## src/sv/sks_pkg.sv

```systemverilog
`default_nettype none
package sks_pkg;

	// Table geometry.
	localparam int TABLE_DEPTH = 4096;
	localparam int IDX_W       = $clog2(TABLE_DEPTH);

	// Field widths fixed by the interface.
	localparam int ENTRY_INDEX_W = 12;
	localparam int KEY_WORD_W    = 56;
	localparam int KEY_WORDS     = 4;
	localparam int KEY_W         = KEY_WORD_W * KEY_WORDS;
	localparam int OFFSET_W      = 32;
	localparam int COUNT_W       = 16;
	localparam int ADDR_W        = OFFSET_W + 1;

	// Configuration registers.
	localparam int ENTRY_CNT_W = 13;
	localparam int CFG_INDEX_W = 1;
	localparam int CFG_DATA_W  = 32;

	localparam logic [CFG_INDEX_W-1:0] CFG_ENTRY_COUNT    = 1'b0;
	localparam logic [CFG_INDEX_W-1:0] CFG_PLAY_AREA_BASE = 1'b1;

	// Request kinds.
	localparam logic REQ_LOAD   = 1'b0;
	localparam logic REQ_SEARCH = 1'b1;

	typedef logic [KEY_W-1:0] key_t;

	// Controller to datapath commands.
	typedef struct packed {
		logic load;      // write the incoming entry into the table
		logic start;     // capture the query key and open the search window
		logic rd;        // read the entry at the window midpoint
		logic step;      // compare and narrow the window
		logic out_load;  // move the finished result into the output register
	} sks_cmd_t;

	// Datapath to controller status.
	typedef struct packed {
		logic lo_lt_hi;  // search window not empty
		logic key_eq;    // query equals the entry just read
	} sks_sts_t;

endpackage
`default_nettype wire

```

## src/sv/sks_ctrl.sv

```systemverilog
`default_nettype none
module sks_ctrl (
	input  wire logic              clk,
	input  wire logic              arst_n,
	input  wire logic              in_valid,
	input  wire logic              in_req_type,
	output logic                   in_ready,
	output logic                   out_valid,
	input  wire logic              out_ready,
	input  wire sks_pkg::sks_sts_t sts,
	output sks_pkg::sks_cmd_t      cmd
);
	import sks_pkg::*;

	typedef enum logic [1:0] {
		S_IDLE,
		S_PROBE,
		S_CMP,
		S_DONE
	} state_t;

	state_t state_q;
	logic   out_valid_q;
	logic   out_free;

	assign out_free  = !out_valid_q || out_ready;
	assign in_ready  = (state_q == S_IDLE);
	assign out_valid = out_valid_q;

	always_comb begin
		cmd          = '0;
		cmd.load     = (state_q == S_IDLE) && in_valid && (in_req_type == REQ_LOAD);
		cmd.start    = (state_q == S_IDLE) && in_valid && (in_req_type == REQ_SEARCH);
		cmd.rd       = (state_q == S_PROBE) && sts.lo_lt_hi;
		cmd.step     = (state_q == S_CMP);
		cmd.out_load = (state_q == S_DONE) && out_free;
	end

	always_ff @(posedge clk or negedge arst_n) begin
		if (!arst_n) begin
			state_q     <= S_IDLE;
			out_valid_q <= 1'b0;
		end else begin
			if (cmd.out_load) begin
				out_valid_q <= 1'b1;
			end else if (out_ready) begin
				out_valid_q <= 1'b0;
			end
			unique case (state_q)
				S_IDLE: begin
					if (cmd.start) begin
						state_q <= S_PROBE;
					end
				end
				S_PROBE: begin
					state_q <= sts.lo_lt_hi ? S_CMP : S_DONE;
				end
				S_CMP: begin
					state_q <= sts.key_eq ? S_DONE : S_PROBE;
				end
				S_DONE: begin
					if (out_free) begin
						state_q <= S_IDLE;
					end
				end
				default: begin
					state_q <= S_IDLE;
				end
			endcase
		end
	end

	// A match ends the halving loop at once.
	a_hit_ends: assert property (@(posedge clk) disable iff (!arst_n)
		(state_q == S_CMP && sts.key_eq) |=> (state_q == S_DONE))
		else $error("search continued after a key match");

	// A finished result waits while the output register is still occupied.
	a_done_holds: assert property (@(posedge clk) disable iff (!arst_n)
		(state_q == S_DONE && out_valid_q && !out_ready) |=> (state_q == S_DONE))
		else $error("result overwrote a pending transaction");

	// A new result only appears out of the finishing state.
	a_valid_source: assert property (@(posedge clk) disable iff (!arst_n)
		$rose(out_valid_q) |-> ($past(state_q) == S_DONE))
		else $error("result raised outside the finishing state");

endmodule
`default_nettype wire

```

## config.mk

```make
export PLATFORM = sky130hd
export DESIGN_NAME = sks_ctrl
export DESIGN_NICKNAME = d
export VERILOG_FILES = /design/src/sv/sks_pkg.sv /design/src/sv/sks_ctrl.sv
export SDC_FILE = /design/constraint.sdc
export NUM_CORES = 1
export LEC_CHECK = 0
export ABC_AREA = 1
export BUFFER_PORTS_ARGS = -buffer_cell sky130_fd_sc_hd__buf_2
export CORE_AREA = 2 2 39 41
export CTS_CLUSTER_SIZE = 14
export DETAILED_ROUTE_END_ITERATION = 8
export DIE_AREA = 0 0 41 43
export PLACE_DENSITY = 0.43
export SETUP_SLACK_MARGIN = 0.4
export SLEW_MARGIN = 20
export SYNTH_ARGS = -nofsm -noshare
export SYNTH_HDL_FRONTEND = slang
export SYNTH_SLANG_ARGS = --single-unit
```

## constraint.sdc

```tcl
create_clock -name clk -period 0.8 [get_ports clk]
set_input_delay 0.08 -clock clk [delete_from_list [all_inputs] [get_ports clk]]
set_output_delay 0.08 -clock clk [all_outputs]
set_load 0.005 [all_outputs]
```

==> parameters.txt, run 1 <==
Parameter                              Value

Drt
  Detail-routed net length per standard cell    7.031 microns
  Via-per-instance ratio    3.594
  Routed Wire Length    450 microns
  Post-route DRC violation count    0
  ANT nets after route    0
  Via count    230
  Routed length on met3    37 microns
  Met2 routed wirelength    258 microns
  Met1 Wirelength    154 microns
  Drt initial violations    1
  Iteration count of the initial detailed-routing pass    2
  Highest metal used    met3

Setup path
  Data required time at the worst endpoint    0.72 ns
  Worst endpoint data arrival time    1.05 ns
  Endpoint type of the worst setup path    output port
  Kind of start point of the critical path    flip-flop
  Maximum fanout count along the critical path    5
  Crit path kind    flip-flop to output port
  Count of cells along the worst register-to-register path    5

Layout
  Ratio of cells with drive above 1 in the final layout    64.58%
  Final Net Count    56
  Final design instance area without fill    349.1 sq um
  Filler cell count    172
  Sequential cell area in the final layout    77.57 sq um
  N_diodes    0
  Area overhead of the layout relative to synthesis    106.7%
  Area occupied by multi-input gates    97.59 sq um

Clock network
  H-tree lvl count    1
  Clock transition at the registers of the reported paths    0.03 ns
  TritonCTS buffer count    3
  Later-pin clock latency in the skew report    0.23 ns
  CTS tree    built
  Number of buffers on the longest clock path    2
  Library cell used as clock root buffer    sky130_fd_sc_hd__clkbuf_4
  Number of clock sinks seen by CTS    3

Synthesis
  Area share of the largest cell type after synthesis    44.44%
  Mapped cell area    168.9 sq um
  Number of enable flip-flop cells after synthesis    0
  Post-synthesis cell type with the largest combined area    sky130_fd_sc_hd__dfrtp_1
  Number of synthesized register bits    3
  Ys flop type    sky130_fd_sc_hd__dfrtp_1
  Count of mapped cells out of synthesis    25
  Portion of the post-synthesis area used by sequential elements    44.44%
  Async S/R FF share, synth    100.0%
  Synth top area cells    sky130_fd_sc_hd__dfrtp_1, sky130_fd_sc_hd__nor2_1, sky130_fd_sc_hd__nand2_1, sky130_fd_sc_hd__o21ai_0, sky130_fd_sc_hd__inv_1
  Synth top cells by count    sky130_fd_sc_hd__nor2_1, sky130_fd_sc_hd__nand2_1, sky130_fd_sc_hd__inv_1
  Yosys warning total    0
  Synth Net Count    32
  Number of distinct library cell variants in the gate-level netlist after synthesis    8
  Most numerous cell in the Yosys netlist    sky130_fd_sc_hd__nor2_1
  Mean post-synth cell area    6.756 sq um

Job
  Max-Cap Viols    0

GRT
  Number of global-route vias before repair    214
  Total congestion overflow after global routing    0
  Antenna violations before repair    0
  Overall Global Routing Usage    6.546%
  Pin count of the biggest net entering global routing    6
  Global-route wire length before repair    710 microns

Pwr
  Pwr Density    3659 mW/mm^2
  P_leak    0.1908 nW
  Tot Pwr    1.277 mW
  Worst-case vdd ir drop    0.6276 mV

Outcome
  Violations in the final reports    negative setup slack
  Result of the run    finished with violations

Timing
  Slew Limit Headroom    89.66%
  Maximum frequency from static timing analysis    0.8852 GHz
  Least-Margin Pin Slew    0.1535 ns
  Max Slew Vio Count    0
  RSZ-0062 raised after global routing    yes
  Worst path setup slack after routing    -0.3297 ns
  Part of the cycle the worst path needs    141.2%
  Finish-stage setup viols    10
  Smallest hold slack    0.05604 ns
  Worst clock skew    0.0003149 ns
  Minimum period implied by the final worst setup slack    1.130 ns
  Final hold viol count    0

Placement
  Post-DP HPWL    362.2 microns
  Pre-CTS setup slack    -0.1004 ns
  Placement-stage cell area    276.5 sq um
  Routability Congestion    0.5421
  Number of buffers inserted by port buffering    13

Floorplan
  Placeable core region    0.001384 sq mm
  Starting density of the core    12.21%
  Chip Width    41 microns
  FP Rows    14
  Boundary pin count    14
  Die Y    43 microns
  Area of the die    0.001763 sq mm

Hold path
  Worst min path class    input pin to flip-flop
  Number of instances on the worst hold path    2
[power breakdown]
group          internal (mW)  total [mW]  switching (mW)
sequential             0.244       0.346           0.102
clock                  0.186       0.256          0.0699
combinational          0.374       0.676           0.301
[critical path, cell delays in order (launching register included)]
cell                      delay [ns]
sky130_fd_sc_hd__dfrtp_2        0.43
sky130_fd_sc_hd__nor2_4         0.13
sky130_fd_sc_hd__nand2_2        0.06
sky130_fd_sc_hd__nor2_2         0.09
sky130_fd_sc_hd__buf_2          0.11
[sequential cells by signal (all words and copies together) (netlist names)]
| register | flops |
|---|---|
| state_q | 2 |
| out_valid | 1 |
[cells by family after synthesis]
kind of cell,after synthesis,share of synthesized area [%]
DFF,3,44.44
AOI/OAI and AO/OA,4,11.85
and+or+nand+nor,14,34.81
buffers and inverters,4,8.886
[cells in the final DEF, fill, tap and decap left out, drive strengths merged]
master / synthesis / final
clkbuf: 0 / 4
nor2: 8 / 8
inv: 4 / 4
dfrtp: 3 / 3
a21oi: 1 / 1
buf: 0 / 18
nand2: 5 / 5
o21ai: 3 / 3
dlygate4sd3: 0 / 1
nand3: 1 / 1
[stage by stage]
step                utilization [%]  TNS (ns)  std cells
global route                  25.23    -2.597         64
global placement              19.98   -0.4137         57
floorplan                         -   -0.1281         25
detailed placement            19.98   -0.4189         57
finish                        25.23    -2.027         64
CTS                           22.88    -1.877         62
[repair_timing]
action                                  4_1_cts  5_1_grt
setup buffers                                 0        2
endpoints found under the setup margin       10       10
pin swaps                                     0        2
gates resized for setup                       1        8
hold endpoints to repair                      3        0
hold buffers                                  1        0
[worst paths after layout]
kind / end / slack [ns] / from
max in group asynchronous: state_q[1] / 0.51 / arst_n
max reg2reg: state_q[0] / -0.13 / state_q[1]
min in group asynchronous: state_q[0] / 0.17 / arst_n
max: cmd[3] / -0.33 / state_q[1]
min reg2reg: out_valid / 0.53 / out_valid
min: out_valid / 0.06 / out_ready
[layer usage]
metal  vias up  global-route usage [%]
met1       103                   4.870
met3         0                   3.141
met4         0                   8.000
met5         -                       0
li1        122                       -
met2         5                   10.00
[layout make-up]
class	count	area share [%]
multi-input cells	18	27.96
repair buffers	19	32.26
clock buffers	4	7.527
inverters	4	4.301
well taps	16	5.735
flip-flops and latches	3	22.22
Note: power is estimated with default switching activity, not from simulation.
==> inputs of run 2 (changes only) <==
Settings changed: ABC_AREA 1 to not set, PLACE_DENSITY 0.43 to 0.45.
==> parameters.txt, run 2 <==
Parameter                              Value

Outcome
  Result of the run    finished with violations
  Violations in the final reports    negative setup slack

Drt
  Routed Wire Length    517 microns (+15%)
  Drt initial violations    1 (unchanged)
  Via-per-instance ratio    3.850 (+7.1%)
  Iteration count of the initial detailed-routing pass    4 (+2)
  Post-route DRC violation count    0 (unchanged)
  ANT nets after route    0 (unchanged)
  Detail-routed net length per standard cell    8.617 microns (+23%)
  Via count    231 (+0.43%)

Setup path
  Slowest library cell on the worst path    sky130_fd_sc_hd__dfrtp_2
  Worst stage delay on the critical path    0.44 ns (about the same)
  Data required time at the worst endpoint    0.72 ns (about the same)
  Crit path kind    flip-flop to output port
  Endpoint type of the worst setup path    output port
  Kind of start point of the critical path    flip-flop
  Maximum fanout count along the critical path    6 (+1)
  Worst endpoint data arrival time    1.09 ns (+0.04 ns)
  Ordered cell list for the critical path    nor4b_2 -> buf_2

Timing
  Worst path setup slack after routing    -0.3697 ns (-0.04000 ns)
  Finish-stage setup viols    10 (unchanged)
  Part of the cycle the worst path needs    146.2% (+5.0 points)
  RSZ-0062 raised after global routing    yes
  Max Slew Vio Count    0 (unchanged)
  Final hold viol count    0 (unchanged)
  Worst clock skew    0.003245 ns (+0.002930 ns)
  Smallest hold slack    0.1515 ns (+0.09547 ns)
  Slew Limit Headroom    86.39% (-3.3 points)
  Minimum period implied by the final worst setup slack    1.170 ns (+0.04000 ns)
  Least-Margin Pin Slew    0.2036 ns (+0.05016 ns)
  Maximum frequency from static timing analysis    0.8550 GHz (-3.4%)

Synthesis
  Number of distinct library cell variants in the gate-level netlist after synthesis    15 (+7)
  Number of enable flip-flop cells after synthesis    0 (unchanged)
  Adder-Cell Fraction of Synth Area    0% (unchanged)
  Ys flop type    sky130_fd_sc_hd__dfrtp_1
  Async S/R FF share, synth    100.0% (unchanged)
  Yosys warning total    0 (unchanged)
  Number of synthesized register bits    3 (unchanged)
  Portion of the post-synthesis area used by sequential elements    39.47% (-5.0 points)
  Main combinational cell family by area after synthesis    simple AND/OR/NAND/NOR gates
  Mapped cell area    190.2 sq um (+13%)
  Synth top cells by count    sky130_fd_sc_hd__dfrtp_1, sky130_fd_sc_hd__nand2_1, sky130_fd_sc_hd__nor2_1
  Fraction of the mapped netlist area in simple logic gates    40.79% (+6.0 points)
  Synth Net Count    28 (-13%)
  Area fraction in compound gates after synthesis    11.18% (-0.67 points)
  Proportion of synthesized area in mux cells    0% (unchanged)
  Post-synthesis cell type with the largest combined area    sky130_fd_sc_hd__dfrtp_1
  Area share of the largest cell type after synthesis    39.47% (-5.0 points)
  Synth top area cells    sky130_fd_sc_hd__dfrtp_1, sky130_fd_sc_hd__buf_6, sky130_fd_sc_hd__nand2_1, sky130_fd_sc_hd__nor2_1, sky130_fd_sc_hd__o32a_1
  Xor and xnor area share after synthesis    0% (unchanged)
  Count of mapped cells out of synthesis    21 (-16%)
  Mean post-synth cell area    9.056 sq um (+34%)

Floorplan
  Chip Width    41 microns (unchanged)
  Die Y    43 microns (unchanged)
  Starting density of the core    13.74% (+1.5 points)
  Area of the die    0.001763 sq mm (unchanged)
  FP Rows    14 (unchanged)
  Boundary pin count    14 (unchanged)
  Placeable core region    0.001384 sq mm (unchanged)

Pwr
  Reg power frac    24.4% (-2.7 points)
  Combinational Power Share    58.4% (+5.5 points)
  Pwr Density    3801 mW/mm^2 (+3.9%)
  Net switching fraction of the power    32.52% (-4.5 points)
  P_leak    0.2080 nW (+9.0%)
  Tot Pwr    1.536 mW (+20%)
  Worst-case vdd ir drop    0.8482 mV (+35%)
  Power Internal    1.037 mW (+29%)
  Net switching power of the design    499.5 uW (+5.7%)
  Clock Power Share    17.2% (-2.9 points)

Clock network
  Later-pin clock latency in the skew report    0.23 ns (about the same)
  Library cell used as clock root buffer    sky130_fd_sc_hd__clkbuf_4
  Clock transition at the registers of the reported paths    0.04 ns (about the same)
  Number of buffers on the longest clock path    2 (unchanged)
  H-tree lvl count    1 (unchanged)
  TritonCTS buffer count    3 (unchanged)
  Number of clock sinks seen by CTS    3 (unchanged)
  CTS tree    built

Job
  Max-Cap Viols    0 (unchanged)

GRT
  Pin count of the biggest net entering global routing    9 (+3)
  Overall Global Routing Usage    6.131% (-0.42 points)
  Number of global-route vias before repair    188 (-12%)
  Global-route wire length before repair    690 microns (-2.8%)
  Antenna violations before repair    0 (unchanged)
  Total congestion overflow after global routing    0 (unchanged)

Placement
  Pre-CTS setup slack    -0.2181 ns (-0.1178 ns)
  Post-DP HPWL    369.5 microns (+2.0%)
  Routability Congestion    0.6202 (+14%)
  Number of buffers inserted by port buffering    13 (unchanged)

Layout
  Ratio of cells with drive above 1 in the final layout    72.73% (+8.1 points)
  Area overhead of the layout relative to synthesis    112.5%
  Final Net Count    52 (-7.1%)
  Max reg flops    2 (unchanged)
  Register with the highest flop count    state_q
  Leading cell type in the layout, fill and taps excluded    sky130_fd_sc_hd__buf_2
  N_diodes    0 (unchanged)
  Commonest cells after routing, fill and taps aside    sky130_fd_sc_hd__buf_2, sky130_fd_sc_hd__buf_6, sky130_fd_sc_hd__nand2_1, sky130_fd_sc_hd__clkbuf_4, sky130_fd_sc_hd__buf_4

Hold path
  Worst min path class    input pin to flip-flop
-- run 2: cell type report --
type	count	area (sq um)
flip-flops and latches	3	77.57
well taps	16	20.02
repair buffers	21	155.1
fillers	144	979.7
clock buffers	4	26.28
multi-input cells	16	125.1
-- run 2: final timing paths --
path                       cells after the start  startpoint  slack (ns)         end
max in group asynchronous                      2      arst_n        0.49  state_q[0]
max reg2reg                                    3  state_q[0]       -0.30  state_q[0]
min reg2reg                                    3   out_valid        0.63   out_valid
min in group asynchronous                      2      arst_n        0.18   out_valid
max                                            2  state_q[0]       -0.37      cmd[4]
min                                            3      sts[0]        0.15  state_q[1]
-- run 2: repair_timing --
action                                  CTS  global route
endpoints found under the setup margin   10            10
hold buffers                              1             0
resized for setup                         6             6
buffers inserted                          2             1
pin swaps                                 1             2
gates cloned                              0             0
hold endpoints to repair                  3             0
-- run 2: cells by family after synthesis --
kind of cell | after synthesis
simple gates | 13
flops | 3
compound gates | 3
buf+inv | 2
-- run 2: worst max-delay path, delay by kind of cell (launching register included) --
| kind | cells | cell delay [ns] |
|---|---|---|
| flops | 1 | 0.44 |
| simple gates | 1 | 0.27 |
| buf+inv | 1 | 0.15 |
-- run 2: stage by stage --
step           instance area, sq um  setup TNS [ns]  util (%)  cells
6_report                      404.1          -2.438     29.20     60
5_1_grt                       404.1          -2.914     29.20     60
4_1_cts                       370.4          -2.507     26.76     59
3_5_place_dp                  296.5         -0.9792     21.43     52
3_3_place_gp                  296.5          -1.006     21.43     52
2_1_floorplan                 206.4         -0.4250         -     21
-- run 2: metal layers --
metal	track usage (%)	routed length, microns
met3	3.141	15
met5	0	0
met4	4.000	0
met1	6.452	203
met2	9.063	298
-- run 2: power by group through the flow --
stage | logic [mW] | registers [mW] | clock network (mW)
5_1_grt | 0.976 | 0.391 | 0.286
6_report | 0.897 | 0.375 | 0.265
3_5_place_dp | 0.585 | 0.343 | 0
2_1_floorplan | 0.444 | 0.271 | 0
3_3_place_gp | 0.587 | 0.343 | 0
4_1_cts | 0.733 | 0.367 | 0.274
